==> config.mk <==
export PLATFORM = sky130hd
export DESIGN_NAME = radar_frame_target_parser
export DESIGN_NICKNAME = d
export VERILOG_FILES = /design/src/rftp_pkg.sv /design/src/rftp_unpack.sv /design/src/rftp_out_buf.sv /design/src/radar_frame_target_parser.sv
export SDC_FILE = /design/constraint.sdc
export NUM_CORES = 1
export LEC_CHECK = 0
export ABC_AREA = 0
export BUFFER_PORTS_ARGS = -buffer_cell sky130_fd_sc_hd__buf_2
export CORE_UTILIZATION = 25
export DETAILED_ROUTE_END_ITERATION = 16
export HOLD_SLACK_MARGIN = 0.06
export PLACE_DENSITY = 0.5
export SKIP_CTS_REPAIR_TIMING = 1
export SKIP_LAST_GASP = 1
export SLEW_MARGIN = 20
export SYNTH_ARGS = -nofsm -noshare
export SYNTH_HDL_FRONTEND = slang
export SYNTH_HIERARCHICAL = 1
export SYNTH_SLANG_ARGS = --single-unit
==> constraint.sdc <==
create_clock -name clk -period 11.95 [get_ports clk]
set_clock_uncertainty 0.2 [all_clocks]
set_input_delay 2.39 -clock clk [delete_from_list [all_inputs] [get_ports clk]]
set_output_delay 2.39 -clock clk [all_outputs]
set_load 0.03 [all_outputs]
==> src/rftp_pkg.sv <==
// rftp_pkg: types, codes and constants shared by the radar frame target parser.
// Used by rftp_unpack, rftp_out_buf and radar_frame_target_parser; depends on nothing.

package rftp_pkg;

  typedef struct packed {
    logic [7:0] data_byte;
    logic       buffer_end;
  } item_t;

  typedef struct packed {
    logic        [1:0]  result_kind;
    logic        [2:0]  error_code;
    logic        [7:0]  target_index;
    logic        [7:0]  target_count;
    logic        [5:0]  target_id;
    logic        [15:0] length_mm;
    logic signed [17:0] speed_x_mms;
    logic signed [17:0] speed_y_mms;
    logic signed [19:0] pos_x_mm;
    logic signed [19:0] pos_y_mm;
  } result_t;

  typedef struct packed {
    logic        [5:0]  target_id;
    logic        [15:0] length_mm;
    logic signed [17:0] speed_x_mms;
    logic signed [17:0] speed_y_mms;
    logic signed [19:0] pos_x_mm;
    logic signed [19:0] pos_y_mm;
  } target_fields_t;

  typedef enum logic [2:0] {
    PH_HUNT_HEAD,
    PH_TAG1,
    PH_TAG2,
    PH_LEN,
    PH_BODY,
    PH_HUNT_TAIL
  } phase_t;

  localparam logic [1:0] KIND_TARGET = 2'd0;
  localparam logic [1:0] KIND_FRAME  = 2'd1;
  localparam logic [1:0] KIND_ERROR  = 2'd2;

  localparam logic [2:0] ERR_NONE      = 3'd0;
  localparam logic [2:0] ERR_BAD_TAG   = 3'd1;
  localparam logic [2:0] ERR_TOO_LONG  = 3'd2;
  localparam logic [2:0] ERR_TOO_SHORT = 3'd3;
  localparam logic [2:0] ERR_EARLY_END = 3'd4;

  // head is CA CB CC CD, tail is EA EB EC ED
  localparam logic [7:0] HEAD_BASE = 8'hCA;
  localparam logic [7:0] TAIL_BASE = 8'hEA;

  localparam logic [7:0] MIN_BODY_BYTES = 8'd8;

  localparam logic [1:0] LINE_TARGET_COUNT = 2'd2;
  localparam logic [1:0] LINE_TARGETS      = 2'd3;

  function automatic logic [7:0] pre_tag1(input logic [1:0] line_no);
    case (line_no)
      2'd0:    pre_tag1 = 8'h02;
      default: pre_tag1 = 8'h05;
    endcase
  endfunction

  function automatic logic [7:0] pre_tag2(input logic [1:0] line_no);
    case (line_no)
      2'd0:    pre_tag2 = 8'hFF;
      2'd1:    pre_tag2 = 8'h00;
      default: pre_tag2 = 8'h01;
    endcase
  endfunction

endpackage

==> src/rftp_unpack.sv <==
// rftp_unpack: unpacks one target line's first eight payload bytes into scaled fields.
// Depends on rftp_pkg for target_fields_t.

module rftp_unpack (
  input  logic [63:0]               window,
  output rftp_pkg::target_fields_t  fields
);

  logic [7:0]         p0, p1, p2, p3, p4, p5, p6, p7;
  logic [7:0]         len_raw;
  logic [10:0]        sx_raw, sy_raw;
  logic [13:0]        px_raw, py_raw;
  logic signed [17:0] sx_ext, sy_ext;

  assign p0 = window[63:56];
  assign p1 = window[55:48];
  assign p2 = window[47:40];
  assign p3 = window[39:32];
  assign p4 = window[31:24];
  assign p5 = window[23:16];
  assign p6 = window[15:8];
  assign p7 = window[7:0];

  assign len_raw = {p0[1:0], p1[7:2]};
  assign sx_raw  = {p3[6:0], p4[7:4]};
  assign sy_raw  = {p1[1:0], p2, p3[7]};
  assign px_raw  = {p6[5:0], p7};
  assign py_raw  = {p4[3:0], p5, p6[7:6]};

  // raw minus half range is the raw value with its top bit inverted, read as signed
  assign sx_ext = 18'(signed'({~sx_raw[10], sx_raw[9:0]}));
  assign sy_ext = 18'(signed'({~sy_raw[10], sy_raw[9:0]}));

  always_comb begin
    fields.target_id   = p0[7:2];
    fields.length_mm   = 16'(len_raw) * 16'd200;
    fields.speed_x_mms = sx_ext * 18'sd100;
    fields.speed_y_mms = sy_ext * 18'sd100;
    // times 64 is a six-bit shift
    fields.pos_x_mm    = {~px_raw[13], px_raw[12:0], 6'b0};
    fields.pos_y_mm    = {~py_raw[13], py_raw[12:0], 6'b0};
  end

endmodule

==> src/rftp_out_buf.sv <==
// rftp_out_buf: two-entry result buffer (output register plus skid register).
// Depends on rftp_pkg for result_t.

module rftp_out_buf (
  input  logic              clk,
  input  logic              rst,
  input  logic              push,
  input  rftp_pkg::result_t push_data,
  output logic              can_push,
  output logic              result_valid,
  input  logic              result_ready,
  output rftp_pkg::result_t result
);

  logic              main_valid, skid_valid;
  rftp_pkg::result_t main_data, skid_data;
  logic              pop;

  assign pop          = main_valid && result_ready;
  assign can_push     = !skid_valid;
  assign result_valid = main_valid;
  assign result       = main_data;

  always_ff @(posedge clk) begin
    if (rst) begin
      main_valid <= 1'b0;
      skid_valid <= 1'b0;
    end else if (pop) begin
      if (skid_valid) begin
        main_valid <= 1'b1;
        skid_valid <= 1'b0;
      end else begin
        main_valid <= push;
      end
    end else if (push) begin
      if (main_valid) begin
        skid_valid <= 1'b1;
      end else begin
        main_valid <= 1'b1;
      end
    end
  end

  always_ff @(posedge clk) begin
    if (pop) begin
      if (skid_valid) begin
        main_data <= skid_data;
      end else if (push) begin
        main_data <= push_data;
      end
    end else if (push) begin
      if (main_valid) begin
        skid_data <= push_data;
      end else begin
        main_data <= push_data;
      end
    end
  end

  a_skid_needs_main: assert property (@(posedge clk) disable iff (rst)
    skid_valid |-> main_valid)
    else $error("skid entry held without an output entry");

  a_no_push_when_full: assert property (@(posedge clk) disable iff (rst)
    push |-> !skid_valid)
    else $error("result pushed into a full buffer");

  a_skid_moves_up: assert property (@(posedge clk) disable iff (rst)
    (pop && skid_valid) |=> (main_valid && !skid_valid))
    else $error("skid entry not moved to output after transfer");

endmodule

==> src/radar_frame_target_parser.sv <==
// radar_frame_target_parser: byte-stream parser for radar frames, one target record per target line.
// A result is written into the output buffer on the byte transfer that causes it, and offered on result
// once it reaches the output register. Throughput: one byte per cycle while item_ready is high;
// the two-entry output buffer keeps item_ready high while one result waits and drops it when both are full.
// Reset (rst, synchronous): parser returns to head hunting and the output buffer empties.
// Depends on rftp_pkg, rftp_unpack and rftp_out_buf.

module radar_frame_target_parser #(
  parameter int MAX_LINE_BYTES = 32
) (
  input  logic              clk,
  input  logic              rst,
  input  logic              item_valid,
  output logic              item_ready,
  input  rftp_pkg::item_t   item,
  output logic              result_valid,
  input  logic              result_ready,
  output rftp_pkg::result_t result
);

  localparam logic [8:0] MAX_LEN = 9'(MAX_LINE_BYTES);

  rftp_pkg::phase_t phase, phase_next;
  logic [1:0]  pm, pm_next;
  logic [7:0]  first_tag, first_tag_next;
  logic [7:0]  line_length, line_length_next;
  logic [7:0]  bytes_in_line, bytes_in_line_next;
  logic [7:0]  targets_expected, targets_expected_next;
  logic [7:0]  targets_done, targets_done_next;
  logic [1:0]  line_no, line_no_next;
  logic [63:0] window, window_next;

  logic        accept;
  logic [7:0]  b;
  logic        head_hit, tail_hit;
  logic [1:0]  head_pm, tail_pm;
  logic        tag_bad, len_long, len_short, line_done, closed;
  logic [7:0]  bil_inc;
  logic        emit_target, emit_status;
  logic [1:0]  status_kind;
  logic [2:0]  status_code;

  logic              push;
  rftp_pkg::result_t push_data;
  rftp_pkg::target_fields_t tfields;

  assign accept = item_valid && item_ready;
  assign b      = item.data_byte;

  // pattern hunt: advance on the expected byte, else restart (count one on the first byte)
  always_comb begin
    head_hit = (pm == 2'd3) && (b == rftp_pkg::HEAD_BASE + 8'd3);
    tail_hit = (pm == 2'd3) && (b == rftp_pkg::TAIL_BASE + 8'd3);
    if (b == rftp_pkg::HEAD_BASE + 8'(pm)) begin
      head_pm = pm + 2'd1;
    end else begin
      head_pm = (b == rftp_pkg::HEAD_BASE) ? 2'd1 : 2'd0;
    end
    if (b == rftp_pkg::TAIL_BASE + 8'(pm)) begin
      tail_pm = pm + 2'd1;
    end else begin
      tail_pm = (b == rftp_pkg::TAIL_BASE) ? 2'd1 : 2'd0;
    end
    tag_bad   = (line_no != rftp_pkg::LINE_TARGETS) &&
                ((first_tag != rftp_pkg::pre_tag1(line_no)) ||
                 (b != rftp_pkg::pre_tag2(line_no)));
    len_long  = {1'b0, b} > MAX_LEN;
    len_short = (line_no >= rftp_pkg::LINE_TARGET_COUNT) && (b < rftp_pkg::MIN_BODY_BYTES);
    bil_inc   = bytes_in_line + 8'd1;
    line_done = ((phase == rftp_pkg::PH_LEN) && !len_long && !len_short && (b == 8'd0)) ||
                ((phase == rftp_pkg::PH_BODY) && (bil_inc >= line_length));
    window_next = ((phase == rftp_pkg::PH_BODY) && (bytes_in_line < 8'd8)) ?
                  {window[55:0], b} : window;
  end

  // next state
  always_comb begin
    phase_next            = phase;
    pm_next               = pm;
    first_tag_next        = first_tag;
    line_length_next      = line_length;
    bytes_in_line_next    = bytes_in_line;
    targets_expected_next = targets_expected;
    targets_done_next     = targets_done;
    line_no_next          = line_no;
    closed                = 1'b0;
    case (phase)
      rftp_pkg::PH_HUNT_HEAD: begin
        pm_next = head_pm;
        if (head_hit) begin
          pm_next               = 2'd0;
          phase_next            = rftp_pkg::PH_TAG1;
          line_no_next          = 2'd0;
          targets_expected_next = 8'd0;
          targets_done_next     = 8'd0;
        end
      end
      rftp_pkg::PH_TAG1: begin
        first_tag_next = b;
        phase_next     = rftp_pkg::PH_TAG2;
      end
      rftp_pkg::PH_TAG2: begin
        if (tag_bad) begin
          closed     = 1'b1;
          phase_next = rftp_pkg::PH_HUNT_HEAD;
          pm_next    = 2'd0;
        end else begin
          phase_next = rftp_pkg::PH_LEN;
        end
      end
      rftp_pkg::PH_LEN: begin
        line_length_next   = b;
        bytes_in_line_next = 8'd0;
        if (len_long || len_short) begin
          closed     = 1'b1;
          phase_next = rftp_pkg::PH_HUNT_HEAD;
          pm_next    = 2'd0;
        end else if (b != 8'd0) begin
          phase_next = rftp_pkg::PH_BODY;
        end
      end
      rftp_pkg::PH_BODY: begin
        bytes_in_line_next = bil_inc;
      end
      rftp_pkg::PH_HUNT_TAIL: begin
        pm_next = tail_pm;
        if (tail_hit) begin
          closed     = 1'b1;
          phase_next = rftp_pkg::PH_HUNT_HEAD;
          pm_next    = 2'd0;
        end
      end
      default: begin
        phase_next = rftp_pkg::PH_HUNT_HEAD;
        pm_next    = 2'd0;
      end
    endcase

    // end of line
    if (line_done) begin
      if (line_no < rftp_pkg::LINE_TARGET_COUNT) begin
        line_no_next = line_no + 2'd1;
        phase_next   = rftp_pkg::PH_TAG1;
      end else if (line_no == rftp_pkg::LINE_TARGET_COUNT) begin
        targets_expected_next = window_next[7:0];
        targets_done_next     = 8'd0;
        line_no_next          = rftp_pkg::LINE_TARGETS;
        pm_next               = 2'd0;
        phase_next            = (window_next[7:0] == 8'd0) ? rftp_pkg::PH_HUNT_TAIL
                                                           : rftp_pkg::PH_TAG1;
      end else begin
        targets_done_next = targets_done + 8'd1;
        if (targets_done + 8'd1 == targets_expected) begin
          phase_next = rftp_pkg::PH_HUNT_TAIL;
          pm_next    = 2'd0;
        end else begin
          phase_next = rftp_pkg::PH_TAG1;
        end
      end
    end

    if (item.buffer_end) begin
      phase_next = rftp_pkg::PH_HUNT_HEAD;
      pm_next    = 2'd0;
    end
  end

  // phase after the byte, before the buffer-end override
  function automatic rftp_pkg::phase_t phase_next_pre_end();
    rftp_pkg::phase_t ph;
    ph = phase;
    case (phase)
      rftp_pkg::PH_HUNT_HEAD: ph = head_hit ? rftp_pkg::PH_TAG1 : rftp_pkg::PH_HUNT_HEAD;
      rftp_pkg::PH_TAG1:      ph = rftp_pkg::PH_TAG2;
      rftp_pkg::PH_TAG2:      ph = tag_bad ? rftp_pkg::PH_HUNT_HEAD : rftp_pkg::PH_LEN;
      rftp_pkg::PH_LEN:       ph = (len_long || len_short) ? rftp_pkg::PH_HUNT_HEAD
                                                           : rftp_pkg::PH_BODY;
      rftp_pkg::PH_HUNT_TAIL: ph = tail_hit ? rftp_pkg::PH_HUNT_HEAD : rftp_pkg::PH_HUNT_TAIL;
      default:                ph = phase;
    endcase
    // a finished line never leads back to head hunting
    if (line_done) begin
      ph = rftp_pkg::PH_TAG1;
    end
    return ph;
  endfunction

  // result selection
  always_comb begin
    emit_target = 1'b0;
    emit_status = 1'b0;
    status_kind = rftp_pkg::KIND_ERROR;
    status_code = rftp_pkg::ERR_NONE;
    case (phase)
      rftp_pkg::PH_TAG2: begin
        if (tag_bad) begin
          emit_status = 1'b1;
          status_code = rftp_pkg::ERR_BAD_TAG;
        end
      end
      rftp_pkg::PH_LEN: begin
        if (len_long) begin
          emit_status = 1'b1;
          status_code = rftp_pkg::ERR_TOO_LONG;
        end else if (len_short) begin
          emit_status = 1'b1;
          status_code = rftp_pkg::ERR_TOO_SHORT;
        end
      end
      rftp_pkg::PH_HUNT_TAIL: begin
        if (tail_hit) begin
          emit_status = 1'b1;
          status_kind = rftp_pkg::KIND_FRAME;
        end
      end
      default: begin
        emit_status = 1'b0;
      end
    endcase
    if (line_done && (line_no == rftp_pkg::LINE_TARGETS)) begin
      emit_target = 1'b1;
    end
    // early end of buffer replaces a target record from the same byte
    if (item.buffer_end && !closed &&
        ((phase_next_pre_end() != rftp_pkg::PH_HUNT_HEAD))) begin
      emit_target = 1'b0;
      emit_status = 1'b1;
      status_kind = rftp_pkg::KIND_ERROR;
      status_code = rftp_pkg::ERR_EARLY_END;
    end
  end

  rftp_unpack u_unpack (
    .window (window_next),
    .fields (tfields)
  );

  always_comb begin
    push = accept && (emit_target || emit_status);
    push_data.result_kind  = emit_target ? rftp_pkg::KIND_TARGET : status_kind;
    push_data.error_code   = emit_target ? rftp_pkg::ERR_NONE : status_code;
    push_data.target_index = emit_target ? targets_done : targets_done_next;
    push_data.target_count = targets_expected_next;
    push_data.target_id    = emit_target ? tfields.target_id   : 6'd0;
    push_data.length_mm    = emit_target ? tfields.length_mm   : 16'd0;
    push_data.speed_x_mms  = emit_target ? tfields.speed_x_mms : 18'sd0;
    push_data.speed_y_mms  = emit_target ? tfields.speed_y_mms : 18'sd0;
    push_data.pos_x_mm     = emit_target ? tfields.pos_x_mm    : 20'sd0;
    push_data.pos_y_mm     = emit_target ? tfields.pos_y_mm    : 20'sd0;
  end

  rftp_out_buf u_out_buf (
    .clk          (clk),
    .rst          (rst),
    .push         (push),
    .push_data    (push_data),
    .can_push     (item_ready),
    .result_valid (result_valid),
    .result_ready (result_ready),
    .result       (result)
  );

  always_ff @(posedge clk) begin
    if (rst) begin
      phase            <= rftp_pkg::PH_HUNT_HEAD;
      pm               <= 2'd0;
      first_tag        <= 8'd0;
      line_length      <= 8'd0;
      bytes_in_line    <= 8'd0;
      targets_expected <= 8'd0;
      targets_done     <= 8'd0;
      line_no          <= 2'd0;
    end else if (accept) begin
      phase            <= phase_next;
      pm               <= pm_next;
      first_tag        <= first_tag_next;
      line_length      <= line_length_next;
      bytes_in_line    <= bytes_in_line_next;
      targets_expected <= targets_expected_next;
      targets_done     <= targets_done_next;
      line_no          <= line_no_next;
    end
  end

  always_ff @(posedge clk) begin
    if (accept) begin
      window <= window_next;
    end
  end

  a_body_in_range: assert property (@(posedge clk) disable iff (rst)
    (phase == rftp_pkg::PH_BODY) |-> (bytes_in_line < line_length))
    else $error("payload byte count ran past the line length");

  a_match_only_hunting: assert property (@(posedge clk) disable iff (rst)
    ((phase != rftp_pkg::PH_HUNT_HEAD) && (phase != rftp_pkg::PH_HUNT_TAIL)) |-> (pm == 2'd0))
    else $error("pattern match count left over outside a hunt");

  a_result_held: assert property (@(posedge clk) disable iff (rst)
    (result_valid && !result_ready) |=> (result_valid && $stable(result)))
    else $error("waiting result changed before its transfer");

endmodule

==> flow_summary.ini <==
[drt]
ant_nets = 0
drt_first_iter_violations = 611
first_pass_iters = 5
totalWireLength_mm = 41.8
vias_per_cell = 4.33
routedWlPerCell_um = 16.8
num_vias = 10700
route.detailed.drc = 0

[cells_and_area]
fin_area_mm2 = 0.0212
area_growth_pct = 12.3
finalNonFillerCells = 2483
layout_common_cells = 302 x edfxtp_1, 133 x buf_2, 104 x ha_1, 102 x and2_1, 100 x mux2_4
final_nets = 1621
layout-drive-gt1-share_pct = 26.4
final_common_cell = edfxtp_1
fillers = 7617
diodes = 0

[synth]
synth_flop_cell = edfxtp_1
avgSynthCellArea_um2 = 13.4
synth_area_mm2 = 0.0189
synthArstFlopShare_pct = 0
ys_seq_elements = 351
synth_seq_area_share_pct = 53.2
yosys_warnings = 6
synth-edff-count = 302
synth_cell_types = 81
netlist_instances = 1407

[global_route]
grt_pass1_wl_mm = 66.3
grt_max_degree = 101
grt_overflow = 0
grt_usage_pct = 10.9
antenna_found_initial = 1
grt_pass1_vias = 11100

[floorplanning]
design.core.area_mm2 = 0.0746
dieHeight_um = 277
dieWidth_um = 277
start_util_pct = 25.3
die_area_mm2 = 0.0767
rows = 100
io_pins = 134

[timing]
rsz0062_at_grt = false
tns_ns = 0
worst_slew_pin_slew_ns = 1.05
setup_viol = 0
maxSlewHeadroom_pct = 29.7
finalCriticalPeriod_ns = 6.59
max_freq_mhz = 152
final_max_slew_viol_count = 0
hold_viol_final = 0
fin_crit_sh_pct = 55.2

[clock_network]
cts_max_level = 2
clkTransAtPathRegs_ns = 0.06
cts_tree = yes
clock_latency_ns = 0.57
cts_made_buffers = 40
ctsLongestPathBuffers = 3
clock-sinks = 351
cts-root-buf = clkbuf_16

[worst_hold_path]
hp-class = reg -> reg
worstHoldPathCells = 2
min_from = line_length[1]
min_to = line_length[1]

[job]
maxCapViolations = 0

[setup_path]
reg2reg_depth = 16
startpoint = phase[1]
worstPathRequired_ns = 12.05
arrival_ns = 6.69
r2r_slack_ns = 5.36
reg2reg_to = u_out_buf/result[75]
crit_path_end_kind = flop
reg2reg_from = phase[1]
critPathKind = reg -> reg
crit_fanout = 56
startpoint_type = flop

[power_and_ir_drop]
leakage_nw = 8.19
seq_power_share_pct = 50.3
switching_share_pct = 22.9
power_density_mw_per_mm2 = 126
power_mw = 2.67
p_int_mw = 2.06
p_switching_uw = 613
vdd_drop_max_uv = 73.9
combPwrFrac_pct = 5.8
clkPwrFrac_pct = 43.9

[placement]
place.gp.congestion = 0.816
dp_cells = 2410
hpwl_mm = 28.9
port_buffers = 133
place_area_mm2 = 0.0200

[outcome]
status = complete, no violations
## cell usage after synthesis, types with 7 or more instances
cell type | instances | area (um^2)
dfxtp_1 | 49 | 981
mux2_4 | 100 | 1500
ha_1 | 104 | 1300
mux2i_1 | 18 | 180
nand2b_1 | 9 | 56.3
buf_4 | 63 | 473
edfxtp_1 | 302 | 9070
xor2_1 | 14 | 123
and3_1 | 12 | 75.1
a21oi_1 | 47 | 235
buf_6 | 7 | 78.8
a21o_1 | 8 | 60.1
buf_2 | 17 | 85.1
nand2_1 | 59 | 221
xnor2_1 | 30 | 263
a22oi_1 | 10 | 75.1
fa_1 | 21 | 420
inv_1 | 69 | 259
nand3_1 | 36 | 180
or3_1 | 7 | 43.8
nor2_1 | 58 | 218
clkbuf_2 | 10 | 50.1
o21ai_0 | 26 | 130
clkbuf_1 | 19 | 71.3
buf_12 | 10 | 200
and2_1 | 102 | 638
mux2_2 | 75 | 845
nor3_1 | 22 | 110
or4_1 | 7 | 52.6
## registers in the layout, indices dropped and copies added (netlist names)
| register | cells |
|---|---|
| targets_done | 8 |
| u_out_buf/result | 119 |
| u_out_buf/result_valid | 1 |
| window | 64 |
| bytes_in_line | 8 |
| line_length | 8 |
| pm | 2 |
| line_no | 2 |
| targets_expected | 8 |
| phase | 3 |
| u_out_buf/skid_data | 119 |
| u_out_buf/skid_valid | 1 |
| first_tag | 8 |
## critical path, stage by stage (launching register included)
cell       delay (ns)
dfxtp_1          0.51
or3b_1           0.65
nor3_4           0.64
buf_4            0.70
mux2_2           0.45
ha_1             0.32
fa_1             0.45
ha_1             0.29
ha_1             0.21
fa_1             0.47
a21o_1           0.22
a2111oi_4        0.40
o211ai_2         0.14
a21oi_2          0.17
xnor2_1          0.07
and2_1           0.15
mux2_4           0.25
## per-layer routing
layer	wire, um	vias to the layer above	track usage (%)	share of wire (%)
met5	13	-	0	0.031
met4	868	2	3.09	2.1
met3	1350	51	1.79	3.2
li1	-	5186	-	-
met1	20700	5323	15.5	50
met2	18900	180	17.1	45
## power groups by stage
stage | logic [mW] | registers (mW) | clock network, mW
4_1_cts | 0.158 | 1.34 | 1.22
2_1_floorplan | 0.124 | 1.37 | 0
3_5_place_dp | 0.157 | 1.37 | 0
3_3_place_gp | 0.157 | 1.37 | 0
5_1_grt | 0.178 | 1.34 | 1.27
6_report | 0.156 | 1.34 | 1.17
## per-stage QoR
stage,hold WS [ns],setup slack [ns],util [%]
2_1_floorplan,0.236,1.25,-
3_3_place_gp,0.247,5.22,26.8
3_5_place_dp,0.251,5.09,26.8
4_1_cts,0.261,5.39,28.5
5_1_grt,0.280,5.04,28.5
6_report,0.260,5.36,28.5
## area by class of cell
type                       count  area, um^2  area share [%]
clock inverter                28         210           0.990
clock buffer                  45        1030            4.85
tap                          969        1210            5.71
multi-input combinational    879        7730            36.4
inverter                      69         260            1.23
sequential                   351       10000            47.3
timing repair buffer         142         733            3.45
## logic make-up (layout without fill, tap and decap cells)
kind of cell	Yosys count	count (layout)	synth area share, %
AO/OA/AOI/OAI	149	149	5.62
XOR/XNOR	44	44	2.04
adder cells (fa/ha/maj)	125	125	9.11
buffers and inverters	195	284	6.44
flip-flops	351	351	53.2
multiplexers	194	194	13.4
other	1	19	0.0198
AND/OR/NAND/NOR	348	348	10.2
## how the worst max path moves through the flow
stage,to,cells after the start,slack (ns)
2_1_floorplan,u_out_buf/result[0],10,1.25
5_1_grt,u_out_buf/result[73],16,5.04
4_1_cts,u_out_buf/result[75],16,5.39
3_3_place_gp,u_out_buf/skid_data[95],9,5.22
3_5_place_dp,u_out_buf/skid_data[95],9,5.09
6_report,u_out_buf/result[75],16,5.36
Power figures use the tool's default switching activity.
